$ cat src/rtl/cabs_pkg.sv
`timescale 1ns / 1ps
`default_nettype none
package cabs_pkg;

  localparam int unsigned CW = 14;
  localparam int unsigned SW = 16;
  localparam int unsigned LW = 7;
  localparam int unsigned AW = 29;
  localparam int unsigned MAX_BOXES_DEF = 64;
  localparam logic [SW-1:0] LIMIT_RST = 16'd29491;
  localparam logic [2:0] ADDR_LIMIT = 3'd0;

  typedef struct packed {
    logic [CW-1:0]        left;
    logic [CW-1:0]        top;
    logic [CW-1:0]        right;
    logic [CW-1:0]        bottom;
    logic [SW-1:0]        score;
    logic [LW-1:0]        cls;
    logic signed [AW-1:0] area;
    logic                 sup;
  } box_t;

  typedef struct packed {
    logic load;
    logic pop;
    logic push_here;
    logic in_range;
  } cell_ctrl_t;

  typedef enum logic [1:0] {
    ST_LOAD,
    ST_POP,
    ST_ROT,
    ST_FLUSH
  } state_e;

endpackage
`default_nettype wire

$ cat src/rtl/cabs_ovl.sv
`timescale 1ns / 1ps
`default_nettype none
module cabs_ovl (
  input  wire                 clk_i,
  input  wire                 rst_ni,
  input  wire [15:0]          limit_i,
  input  cabs_pkg::box_t      ref_i,
  input  cabs_pkg::box_t      x_i,
  input  wire                 x_valid_i,
  output logic                push_valid_o,
  output cabs_pkg::box_t      push_box_o
);

  logic [13:0]        lmax, tmax, rmin, bmin, iw, ih;
  logic signed [14:0] iw_s, ih_s;
  logic [27:0]        inter_d, inter_q;
  logic               cand_d, cand_q, v_q;
  cabs_pkg::box_t     x_q;
  logic signed [30:0] uni;
  logic signed [47:0] prod, lhs;
  logic               mark;

  always_comb begin
    lmax = (ref_i.left > x_i.left) ? ref_i.left : x_i.left;
    tmax = (ref_i.top > x_i.top) ? ref_i.top : x_i.top;
    rmin = (ref_i.right < x_i.right) ? ref_i.right : x_i.right;
    bmin = (ref_i.bottom < x_i.bottom) ? ref_i.bottom : x_i.bottom;
    iw_s = $signed({1'b0, rmin}) - $signed({1'b0, lmax});
    ih_s = $signed({1'b0, bmin}) - $signed({1'b0, tmax});
    iw = iw_s[14] ? 14'd0 : iw_s[13:0];
    ih = ih_s[14] ? 14'd0 : ih_s[13:0];
    inter_d = iw * ih;
    cand_d = !x_i.sup && (x_i.cls == ref_i.cls);
  end

  always_ff @(posedge clk_i or negedge rst_ni) begin
    if (!rst_ni) begin
      v_q <= 1'b0;
    end else begin
      v_q <= x_valid_i;
    end
  end

  always_ff @(posedge clk_i) begin
    x_q     <= x_i;
    inter_q <= inter_d;
    cand_q  <= cand_d;
  end

  always_comb begin
    uni  = $signed({{2{ref_i.area[28]}}, ref_i.area}) + $signed({{2{x_q.area[28]}}, x_q.area})
           - $signed({3'b000, inter_q});
    prod = $signed({1'b0, limit_i}) * uni;
    lhs  = $signed({4'b0000, inter_q, 16'h0000});
    mark = cand_q && !uni[30] && (lhs > prod);
    push_box_o     = x_q;
    push_box_o.sup = x_q.sup | mark;
  end

  assign push_valid_o = v_q;

endmodule
`default_nettype wire

$ cat config.mk
export PLATFORM = sky130hd
export DESIGN_NAME = cabs_ovl
export DESIGN_NICKNAME = d
export VERILOG_FILES = /design/src/rtl/cabs_pkg.sv /design/src/rtl/cabs_ovl.sv
export SDC_FILE = /design/constraint.sdc
export NUM_CORES = 2
export LEC_CHECK = 0
export BUFFER_PORTS_ARGS = -buffer_cell sky130_fd_sc_hd__buf_2
export CAP_MARGIN = 25
export CORE_UTILIZATION = 57
export CTS_CLUSTER_SIZE = 28
export DETAILED_ROUTE_END_ITERATION = 7
export GPL_ROUTABILITY_DRIVEN = 0
export MAX_ROUTING_LAYER = met4
export PLACE_DENSITY = 0.81
export SLEW_MARGIN = 15
export SYNTH_ARGS = -nofsm -noshare
export SYNTH_HDL_FRONTEND = slang
export SYNTH_SLANG_ARGS = --single-unit
$ cat constraint.sdc
create_clock -name clk_i -period 15.7 [get_ports clk_i]
set_clock_uncertainty 0.05 [all_clocks]
set_input_delay 3.14 -clock clk_i [delete_from_list [all_inputs] [get_ports clk_i]]
set_output_delay 3.14 -clock clk_i [all_outputs]
set_load 0.02 [all_outputs]
=== Word level (Yosys, flattened, before mapping) ===
Cells that the tools add are included.

* Add/subtract/negate cells: 4
* Multipliers: 2
* Order comparisons: 5
* Equal/unequal tests: 1
* Muxes and demuxes: 6
* Bitwise operators: 1
* Reductions and logical operators: 5

{| class="wikitable"
|+ Operators by type and width
! kind !! number
|-
| two-way mux 14 bit || 6
|-
| > comparator 45 x 48 -> 1 bit || 1
|-
| multiplier 17 x 31 -> 48 bit || 1
|-
| subtractor 30 x 29 -> 31 bit || 1
|-
| adder 29 x 29 -> 30 bit || 1
|-
| subtractor 14 x 14 -> 15 bit || 2
|-
| > comparator 14 bit || 2
|-
| less-than comparator 14 bit || 2
|-
| multiplier 14 x 14 -> 28 bit || 1
|-
| equality test 7 bit || 1
|-
| logical AND 1 bit || 3
|-
| logical NOT 1 bit || 2
|-
| bitwise OR 1 bit || 1
|}

* Bits in registers: 139
* Bits of input ports: 237
* Output and inout port bits: 110
* Word-level logic and storage cells: 35

=== Longest topological paths before layout ===
* Depth after elaboration: 6
* Depth in mapped cells: 49
* Gate-level depth less buffers: 47

=== Worst setup path after synthesis ===
OpenSTA, ideal clock, no wires.

* Path type: input to output
* Start point: input ref_i[2] (netlist name)
* End point: output push_box_o[0] (netlist name)
* Arrival time: 12.862 ns
* Data required time: 12.510 ns
* Slack: -0.352 ns
* Stages on the path: 44
* Path buffers: 0
* Cells stage by stage: inv_1 > fa_1 > inv_1 > fa_1 > a211oi_2 > o21ai_1 > a41o_1 > a211oi_2 > o21bai_1 > a21oi_2 > o21ai_2 > or2_2 > xor2_1 > and2_1 > fa_1 > inv_1 > fa_1 > fa_1 > [... 8 more ...] > a21o_1 > a21o_1 > o211a_1 > o211a_1 > or2_2 > o21a_1 > o21ai_0 > nand2b_1 > xnor2_1 > ha_1 > nand4_1 > nor3_1 > nand2_1 > a21oi_1 > nor3_1 > a211oi_1 > nor4b_1 > o31a_1

{| class="wikitable"
|+ RTL lines
! item !! RTL line !! RTL
|-
| start, declared || cabs_ovl.sv:7 || <nowiki>input cabs_pkg::box_t ref_i,</nowiki>
|-
| end, declared || cabs_ovl.sv:11 || <nowiki>output cabs_pkg::box_t push_box_o</nowiki>
|}

==> summary.txt <==
Run status
  • Status: complete, but fails checks
  • Failing checks: design-rule violations, negative setup slack

Logic synthesis
  • Post-synthesis cell type count: 73
  • Number of synthesized flops with an enable pin: 0
  • Commonest cells post-synth: inv_1, fa_1, nand2_1, ha_1, and2_1
  • Seq/Total Area, Yosys: 0.0822
  • Synth area leaders: fa_1, ha_1, inv_1
  • Mapped Cells: 3858
  • Warnings, synthesis: 0
  • Top-area cell type share of the netlist area: 0.381
  • Synth Flop Type: dfxtp_1
  • Mapped Area: 33900 sq um
  • FF+latch count, synth: 139
  • Post-synth top area cell: fa_1
  • Syn Area/Cell: 8.79 sq um
  • Syn Nets: between 5000 and 6000
  • Most frequent cell after synthesis: inv_1
  • Asr flop ratio synth: 0.00719

Drt
  • Post-route ant nets: 0
  • Number of vias per cell: approximately 5.3
  • Starting DRT DRC Count: 1712
  • DRC viols: 4
  • WL/cell: 16.7 um
  • Vias: 27200
  • TritonRoute pass-1 iters: 8
  • Routed Wire Length: 85300 um

Global route
  • GRT Resource Usage Total: 0.304
  • First-pass GRT wire length: 143000 um
  • Initial antenna violation count: 2
  • Grt ovf: 0
  • Vias in the first global route: between 20000 and 30000
  • Largest net degree at the start of global routing: 32

Worst setup path
  • CP endpoint kind: primary output
  • CP Class: in2out
  • Largest stage delay, worst path: 0.57 ns
  • Slowest CP cell: fa_2
  • Delay-heaviest family, CP: adder cells
  • Data arrival, critical path: 13.76 ns
  • Required @ worst endpoint: 12.51 ns
  • Crit Path Max Fanout: 5
  • Crit-path most repeated cell: buf_4
  • WP buf/inv: 15
  • Critical path origin: ref_i[2]
  • CP Launch Type: input pin

Clocking
  • Worst-case clock buffer depth: 2
  • # hold bufs at CTS: 0
  • CTS Sinks: ~140
  • Worst-path clk slew: 0.06 ns
  • Clock buffer count from CTS: 17
  • CTS tree: yes
  • Root buffer cell: clkbuf_16
  • H-tree lvl count: 4

Timing
  • Endpoints failing setup: 1
  • Final Hold Viols: 0
  • Worst Tran Pin Value: 1.04 ns
  • Pins Over Slew Limit: 0
  • Tmin final: 16.95 ns
  • Period utilisation layout: 1.08
  • Unrepaired setup endpoints after global routing: yes
  • Setup ws final: -1.25 ns
  • Slew margin rel.: 0.307
  • Worst hold slack: roughly 2.4 ns
  • Final TNS setup: -1.25 ns
  • Max Fclk: 59.0 MHz

Floorplanning
  • I/O pin count: 347
  • Starting density of the core: 0.576
  • Row Count: 89
  • Core area: about 59000 sq um
  • Chip height: ~250 um
  • Chip width: about 250 um
  • Die footprint: 60500 sq um

Cells and area
  • # fillers: approximately 4400
  • Area grow syn2layout: 15.2%
  • Final core utilization: 0.663
  • Ratio of cells with drive above 1 in the final layout: 0.192
  • Final net count: 5549

Worst hold path
  • Hold WC Path Type: in2async

Placed design
  • Buffers on Ports: 329
  • Hpwl dp: 73300 um

Job
  • Max cap viols: 0
==> worst paths after layout <==
path / to / depth (start not counted) / slack, ns
max: push_box_o[0] / 50 / -1.25
min in group clk_i: push_box_o[10] / 1 / 2.73
min: push_valid_o / 1 / 2.40
max in group asynchronous: push_valid_o / 1 / 13.12
==> routing by layer <==
metal | track usage | wire, um | vias to the layer above
li1 | - | - | 12500
met1 | 0.360 | 33000 | 13400
met2 | 0.522 | 43500 | 1005
met3 | 0.0441 | 5290 | 258
met4 | 0.117 | 3450 | 0
met5 | - | 0 | -
==> flip-flops by register name (all words and copies together), names as in the netlist <==
| register | flops |
|---|---|
| cand_q | 1 |
| inter_q | 28 |
| push_box_o | 108 |
| push_valid_o | 1 |
| x_q | 1 |
==> stage by stage <==
stage               std cells  setup WS [ns]  cell area (sq um)
finish                   5107          -1.25              39100
global route             5106          -1.58              39100
CTS                      5096          -1.37              38700
detailed placement       5054          -1.86              37800
global placement         5054          -1.68              37800
floorplan                3858        0.00350              34000
==> layout make-up <==
class	count	area (sq um)	area share
clock inverter	14	175	0.00448
sequential	139	2790	0.0714
multi-input combinational	2559	26800	0.686
tap	773	967	0.0248
antenna	3	7.51	0.000192
timing repair buffer	669	4410	0.113
clock buffer	18	439	0.0112
inverter	932	3500	0.0896
==> kinds of logic (layout without fill, tap and decap cells) <==
| logic type | after synthesis | in the layout | synth area share |
|---|---|---|---|
| AO/OA/AOI/OAI | 379 | 379 | 0.0750 |
| XOR/XNOR | 120 | 120 | 0.0310 |
| adder cells (fa/ha/maj) | 994 | 994 | 0.510 |
| buffers and inverters | 1160 | 1633 | 0.142 |
| flip-flops | 139 | 139 | 0.0822 |
| multiplexers | 58 | 58 | 0.0182 |
| other | 0 | 3 | 0 |
| AND/OR/NAND/NOR | 1008 | 1008 | 0.142 |
==> placed cells by master (no fill, tap or decap), drive strengths merged, types with 60 or more instances in the layout <==
cell	instances
nor2	113
o21ai	68
xnor2	88
a21o	60
nand2	469
a21oi	126
fa	646
ha	348
and2	245
inv	940
dfxtp	138
buf	669
==> timing repair <==
item                                   CTS  global route
endpoints found under the hold margin    0             0
setup buffers                           12             8
setup endpoints to repair                1             1
resized for setup                       45            56
pin swaps                               54            65
Power is not shown: default switching activity piles up to over one toggle a cycle in this logic, so the estimate is an artifact.
