$ cat src/rtl/cabs_pkg.sv
`timescale 1ns / 1ps
`default_nettype none
package cabs_pkg;

  localparam int unsigned CW = 14;
  localparam int unsigned SW = 16;
  localparam int unsigned LW = 7;
  localparam int unsigned AW = 29;
  localparam int unsigned MAX_BOXES_DEF = 64;
  localparam logic [SW-1:0] LIMIT_RST = 16'd29491;
  localparam logic [2:0] ADDR_LIMIT = 3'd0;

  typedef struct packed {
    logic [CW-1:0]        left;
    logic [CW-1:0]        top;
    logic [CW-1:0]        right;
    logic [CW-1:0]        bottom;
    logic [SW-1:0]        score;
    logic [LW-1:0]        cls;
    logic signed [AW-1:0] area;
    logic                 sup;
  } box_t;

  typedef struct packed {
    logic load;
    logic pop;
    logic push_here;
    logic in_range;
  } cell_ctrl_t;

  typedef enum logic [1:0] {
    ST_LOAD,
    ST_POP,
    ST_ROT,
    ST_FLUSH
  } state_e;

endpackage
`default_nettype wire

$ cat src/rtl/cabs_cell.sv
`timescale 1ns / 1ps
`default_nettype none
module cabs_cell (
  input  wire                clk_i,
  input  cabs_pkg::cell_ctrl_t ctrl_i,
  input  wire                prev_keep_i,
  input  cabs_pkg::box_t     prev_box_i,
  input  cabs_pkg::box_t     next_box_i,
  input  cabs_pkg::box_t     new_box_i,
  input  cabs_pkg::box_t     push_box_i,
  output logic               keep_o,
  output cabs_pkg::box_t     box_o
);

  cabs_pkg::box_t box_q;
  cabs_pkg::box_t box_d;

  assign keep_o = ctrl_i.in_range && (box_q.score >= new_box_i.score);
  assign box_o  = box_q;

  always_comb begin
    box_d = box_q;
    if (ctrl_i.load) begin
      if (!keep_o) begin
        box_d = prev_keep_i ? new_box_i : prev_box_i;
      end
    end else if (ctrl_i.pop) begin
      box_d = ctrl_i.push_here ? push_box_i : next_box_i;
    end else if (ctrl_i.push_here) begin
      box_d = push_box_i;
    end
  end

  always_ff @(posedge clk_i) begin
    box_q <= box_d;
  end

endmodule
`default_nettype wire

$ cat config.mk
export PLATFORM = sky130hd
export DESIGN_NAME = cabs_cell
export DESIGN_NICKNAME = d
export VERILOG_FILES = /design/src/rtl/cabs_pkg.sv /design/src/rtl/cabs_cell.sv
export SDC_FILE = /design/constraint.sdc
export NUM_CORES = 1
export LEC_CHECK = 0
export BUFFER_PORTS_ARGS = -buffer_cell sky130_fd_sc_hd__buf_4
export CAP_MARGIN = 40
export CORE_AREA = 3 3 216 218
export CTS_BUF_LIST = sky130_fd_sc_hd__clkbuf_4 sky130_fd_sc_hd__clkbuf_8
export CTS_CLUSTER_DIAMETER = 60
export DETAILED_ROUTE_END_ITERATION = 12
export DIE_AREA = 0 0 219 221
export SYNTH_ARGS = -nofsm -noshare
export SYNTH_HDL_FRONTEND = slang
export SYNTH_SLANG_ARGS = --single-unit
$ cat constraint.sdc
create_clock -name clk_i -period 10.4 [get_ports clk_i]
set_clock_uncertainty 0.05 [all_clocks]
set_input_delay 1.56 -clock clk_i [delete_from_list [all_inputs] [get_ports clk_i]]
set_output_delay 1.56 -clock clk_i [all_outputs]
set_load 0.005 [all_outputs]
# Word level (Yosys, flattened, before mapping)
# Cells that the tools add are included.
word_totals:
  reg_bits: 109
  latchBits: 0
  mem_bits_rw: 0
  romBits: 0
  input_bits: 442
  output_inout_bits: 110
  wordCells: 19
  n_memories: 0
classes:
  add_sub_neg: 0
  n_mul: 0
  div: 0
  n_lt_le_gt_ge: 1
  eq_ne: 1
  n_shift: 0
  mux: 6
  bitwise_logic: 0
  n_reduce_logical: 3
ops:
  columns: ["op", "count"]
  rows:
  - ["$mux W109", 6]
  - ["$ge A16 B16 Y1", 1]
  - ["$reduce_bool A3 Y1", 1]
  - ["$ne A2 B2 Y1 const B", 1]
  - ["$reduce_and A2 Y1", 1]
  - ["$logic_and A1 B1 Y1", 1]

# Logic depth before layout (Yosys ltp)
depth:
  depth_word: 4
  depth_mapped: 7
  depth_no_buf: 7

# Least setup slack after synthesis
# OpenSTA, ideal clock, no wires.
synth_timing:
  path_kind: "input -> register"
  startpoint: "in new_box_i[37] (netlist bit)"
  endpoint: "reg box_q, in the netlist box_o[0] (enable)"
  setup_ns: 0.644
  t_arrival_ns: 8.006
  required_time_ns: 9.706
  setup_slack_ns: 1.700
  path_stages: 6
  n_path_buf: 0
  path_cell_list: "ha_1 > nand2b_1 > a2111oi_0 > nand3b_1 > nand4_1 > a31oi_1"
synth_between:
  elab_chain_len: 4
synth_rtl:
  columns: ["item", "line", "text"]
  rows:
  - ["start, declared", "cabs_cell.sv:9", "input cabs_pkg::box_t new_box_i,"]
  - ["$ge A16 B16 Y1", "cabs_cell.sv:18", "assign keep_o = ctrl_i.in_range && (box_q.score >= new_box_i.score);"]
  - ["$logic_and A1 B1 Y1", "cabs_cell.sv:18", null]
  - ["$ne A2 B2 Y1 (no source line)", null, null]
  - ["$reduce_and A2 Y1 (no source line)", null, null]
  - ["end signal, assigned", "cabs_cell.sv:35", "box_q <= box_d;"]
  - ["end, declared", "cabs_cell.sv:15", "cabs_pkg::box_t box_q;"]
# No other way between the ends.
# A chain may end at the register's enable or synchronous reset.

# Worst setup path after layout
layout_timing:
  startpoint: "in new_box_i[37] (netlist bit)"
  endpoint: "out keep_o"
layout_between:
  elab_chain_len: 2
layout_rtl:
  columns: ["item", "line", "text"]
  rows:
  - ["$ge A16 B16 Y1", "cabs_cell.sv:18", null]
  - ["$logic_and A1 B1 Y1", "cabs_cell.sv:18", null]
  - ["end, declared", "cabs_cell.sv:11", "output logic keep_o,"]
# No other way between the ends.

==> summary.txt <==
Yosys
  – Post-Synthesis Cells: 666
  – Net count after synthesis: 1124
  – Flop and latch count out of synthesis: 109
  – Average footprint of a synthesized cell: 10.91 um2
  – Synth warn: 0
  – Cell area after synthesis: 7268 um2
  – Sequential cell area fraction in the yosys report: 0.4503
  – Post-synth cell types: 30

Power
  – Switching Share: 0.2868
  – Largest voltage drop on the vdd net: 0.05582 mV
  – Logic pwr share: 0.329
  – Internal power of the cells: 0.9077 mW
  – Sequential power share: 0.453
  – Power consumption: 1.273 mW
  – Switching power: between 0.3 and 0.4 mW
  – Cell leakage power: 5.400 nW
  – Part of the power in the clock network: 0.219
  – Ratio of total power to cell area: 104.6 nW/um2

Floorplanning
  – Floorplan core area: roughly 45000 um2
  – Starting utilization of the core area: 0.1612
  – Number of placement rows: 78
  – Vertical extent of the die: between 200 and 250 um
  – DIE AREA: a little under 50000 um2
  – Top-level port count: ~550
  – Die outline width: 219 um

STA
  – Tmin final: 4.969 ns
  – Final cycle utilization of the critical path: 0.4778
  – Unrepaired setup endpoints after global routing: false
  – Setup Viol. Count Final: 0
  – Minimum setup slack in the final design: ~5.4 ns
  – Slew at the pin closest to its max-slew limit: 0.9645 ns
  – Final Hold Violating Endpoints: 0
  – Highest clock frequency the design can meet: 0.2013 GHz
  – Total negative slack: 0 ns
  – Max-slew violations: 0
  – Slew margin rel.: 0.3570

Clocking
  – CTS tree: done
  – Post CTS Setup Buffer Count: 0
  – Clk_lat worst skew: roughly 0.44 ns
  – # hold bufs at CTS: 0
  – TritonCTS buffer count: 9
  – # H-tree levels: 3
  – Total number of clock tree sinks: 109
  – Number of buffers on the longest clock path: 2
  – Clock root buffer master: clkbuf_8
  – Clock-pin slew on the worst setup and hold paths: approximately 0.12 ns
  – Number of instances resized during post-cts repair: 0

Placement
  – GPL Wtd Cong: roughly 0.86
  – Setup WS pre-CTS: approximately 5.4 ns
  – Number of buffer cells added on primary ports: 551
  – Dpl hpwl: 26000 um
  – Inst Count DP: roughly 1800
  – Area after DPL: 11970 um2

Job
  – MaxCap Viol Count: 0

Finish
  – Commonest non-fill, non-tap cell in the layout: buf_4
  – Most frequent cells in the layout: buf_4 (556), mux2i_1 (109), edfxtp_1 (109)
  – Synth-to-Final Area Change: 67.48%
  – Post-route cell area: between 10000 and 15000 um2
  – Fraction of final layout cells sized beyond drive strength 1: 0.5232
  – Nets: 1638
  – Non-filler instance count after layout: 1788
  – Flip-flop count of the largest register after layout: 109

Setup path
  – Most Frequent Cell on Critical Path: buf_4
  – Crit path required time: 8.79 ns
  – Largest delay share family, worst path: simple AND/OR/NAND/NOR gates
  – Worst path bufs/invs: 2
  – Highest cell delay on the worst timing path: around 0.52 ns
  – Type of origin of the critical path: primary input
  – Critical Path End Type: output port
  – Crit-path slowest cell: a2111oi_0
  – Crit-path cells: buf_4 > ha_1 > nand2b_1 > a2111oi_0 > nand3b_1 > nand4_1 > and2_1 > buf_4
  – Critical Setup Path Class: primary input to output port
  – Worst EP arrival: 3.36 ns
  – Maximum fanout along the worst path: 2

Route
  – DR WL/cell: 17.82 um
  – 1st-pass router iterations: 4
  – Residual DRC count: 0
  – Mean number of vias per cell: 4.167
  – Via count: between 7000 and 8000
  – Number of design-rule violations left by the first detailed-router iteration: 249
  – Post-detailed-route count of antenna-violating nets: 0
  – DRT Wirelength: 31860 um

GRT
  – Pin count of the biggest net entering global routing: around 120
  – Total overflow reported by the global router: 0
  – Global-route wire length before repair: roughly 45000 um
  – Overall fraction of global-route tracks in use: 0.1248
  – Via count of the first global-routing pass: 7569
  – Number of antenna violations at the first check in global routing: 4

Min path
  – Worst hold-check path type: register to register

Status
  – Run status: completed
-- synth_stat cells, drive strengths merged --
master / number / area, um2
a21oi: 115 / 609.3
and2: 110 / 724.4
a211oi: 109 / 868.3
edfxtp: 109 / 3273
mux2i: 109 / 1091
clkbuf: 32 / 123.9
buf: 28 / 186.4
inv: 17 / 63.81
ha: 16 / 200.2
nand4: 4 / 25.02
nor2: 3 / 11.26
o21ai: 3 / 15.01
nand2: 2 / 7.510
nand2b: 2 / 20.02
nor2b: 2 / 12.51
a2111oi: 1 / 8.760
a311oi: 1 / 8.760
a31oi: 1 / 6.260
nand3b: 1 / 7.510
nor3: 1 / 5.000
-- final timing paths --
path	start	endpoint	slack, ns	depth (start not counted)
worst min-delay path	box_o[52]	box_o[60]	1.37	5
worst max register to register	box_o[37]	box_o[68]	7.35	8
worst min register to register	box_o[52]	box_o[60]	1.37	5
worst max-delay path	new_box_i[37]	keep_o	5.43	8
-- worst min-delay path: cells and delay by family, from the launching register on --
kind / cells / cell delay (ns)
simple gates: 1 / 0.14
compound gates: 2 / 0.16
flops: 1 / 0.37
buf+inv: 1 / 0.32
fa+ha+maj: 1 / 0.17
-- power groups by stage --
stage          combinational [mW]  clock (mW)  sequential, mW
2_1_floorplan               0.147           0           0.596
3_3_place_gp                0.420           0           0.586
3_5_place_dp                0.425           0           0.587
4_1_cts                     0.426       0.298           0.577
5_1_grt                     0.457       0.312           0.581
6_report                    0.418       0.278           0.576
-- metal layers --
metal,part of all wire,track usage,vias up
li1,-,-,3569
met1,0.38,0.1336,3458
met2,0.50,0.2224,380
met3,0.097,0.04518,43
met4,0.029,0.04809,0
met5,0,0,-
-- per-stage QoR --
| step | hold WS (ns) | utilization |
|---|---|---|
| finish | 1.374 | 0.2700 |
| global route | 1.341 | 0.2700 |
| CTS | 1.324 | 0.2698 |
| detailed placement | 1.373 | 0.2655 |
| global placement | 1.360 | 0.2650 |
| floorplan | 1.746 | - |
-- cell families after synthesis --
group	Yosys count	synth area share
AO/OA/AOI/OAI	230	0.2086
buffers and inverters	77	0.05147
AND/OR/NAND/NOR	125	0.1119
adder cells (fa/ha/maj)	16	0.02754
flip-flops	109	0.4503
multiplexers	109	0.1501
-- final cells by class --
cell class                 count  area [um2]
fill                        4842       32920
timing repair buffer         563        4239
multi-input combinational    480        3643
sequential                   109        3273
tap                          600       750.7
clock buffer                  10       131.4
clock inverter                 6       63.81
inverter                      17       63.81
antenna                        3       7.507
No activity file was read; power rests on OpenSTA's default activity.
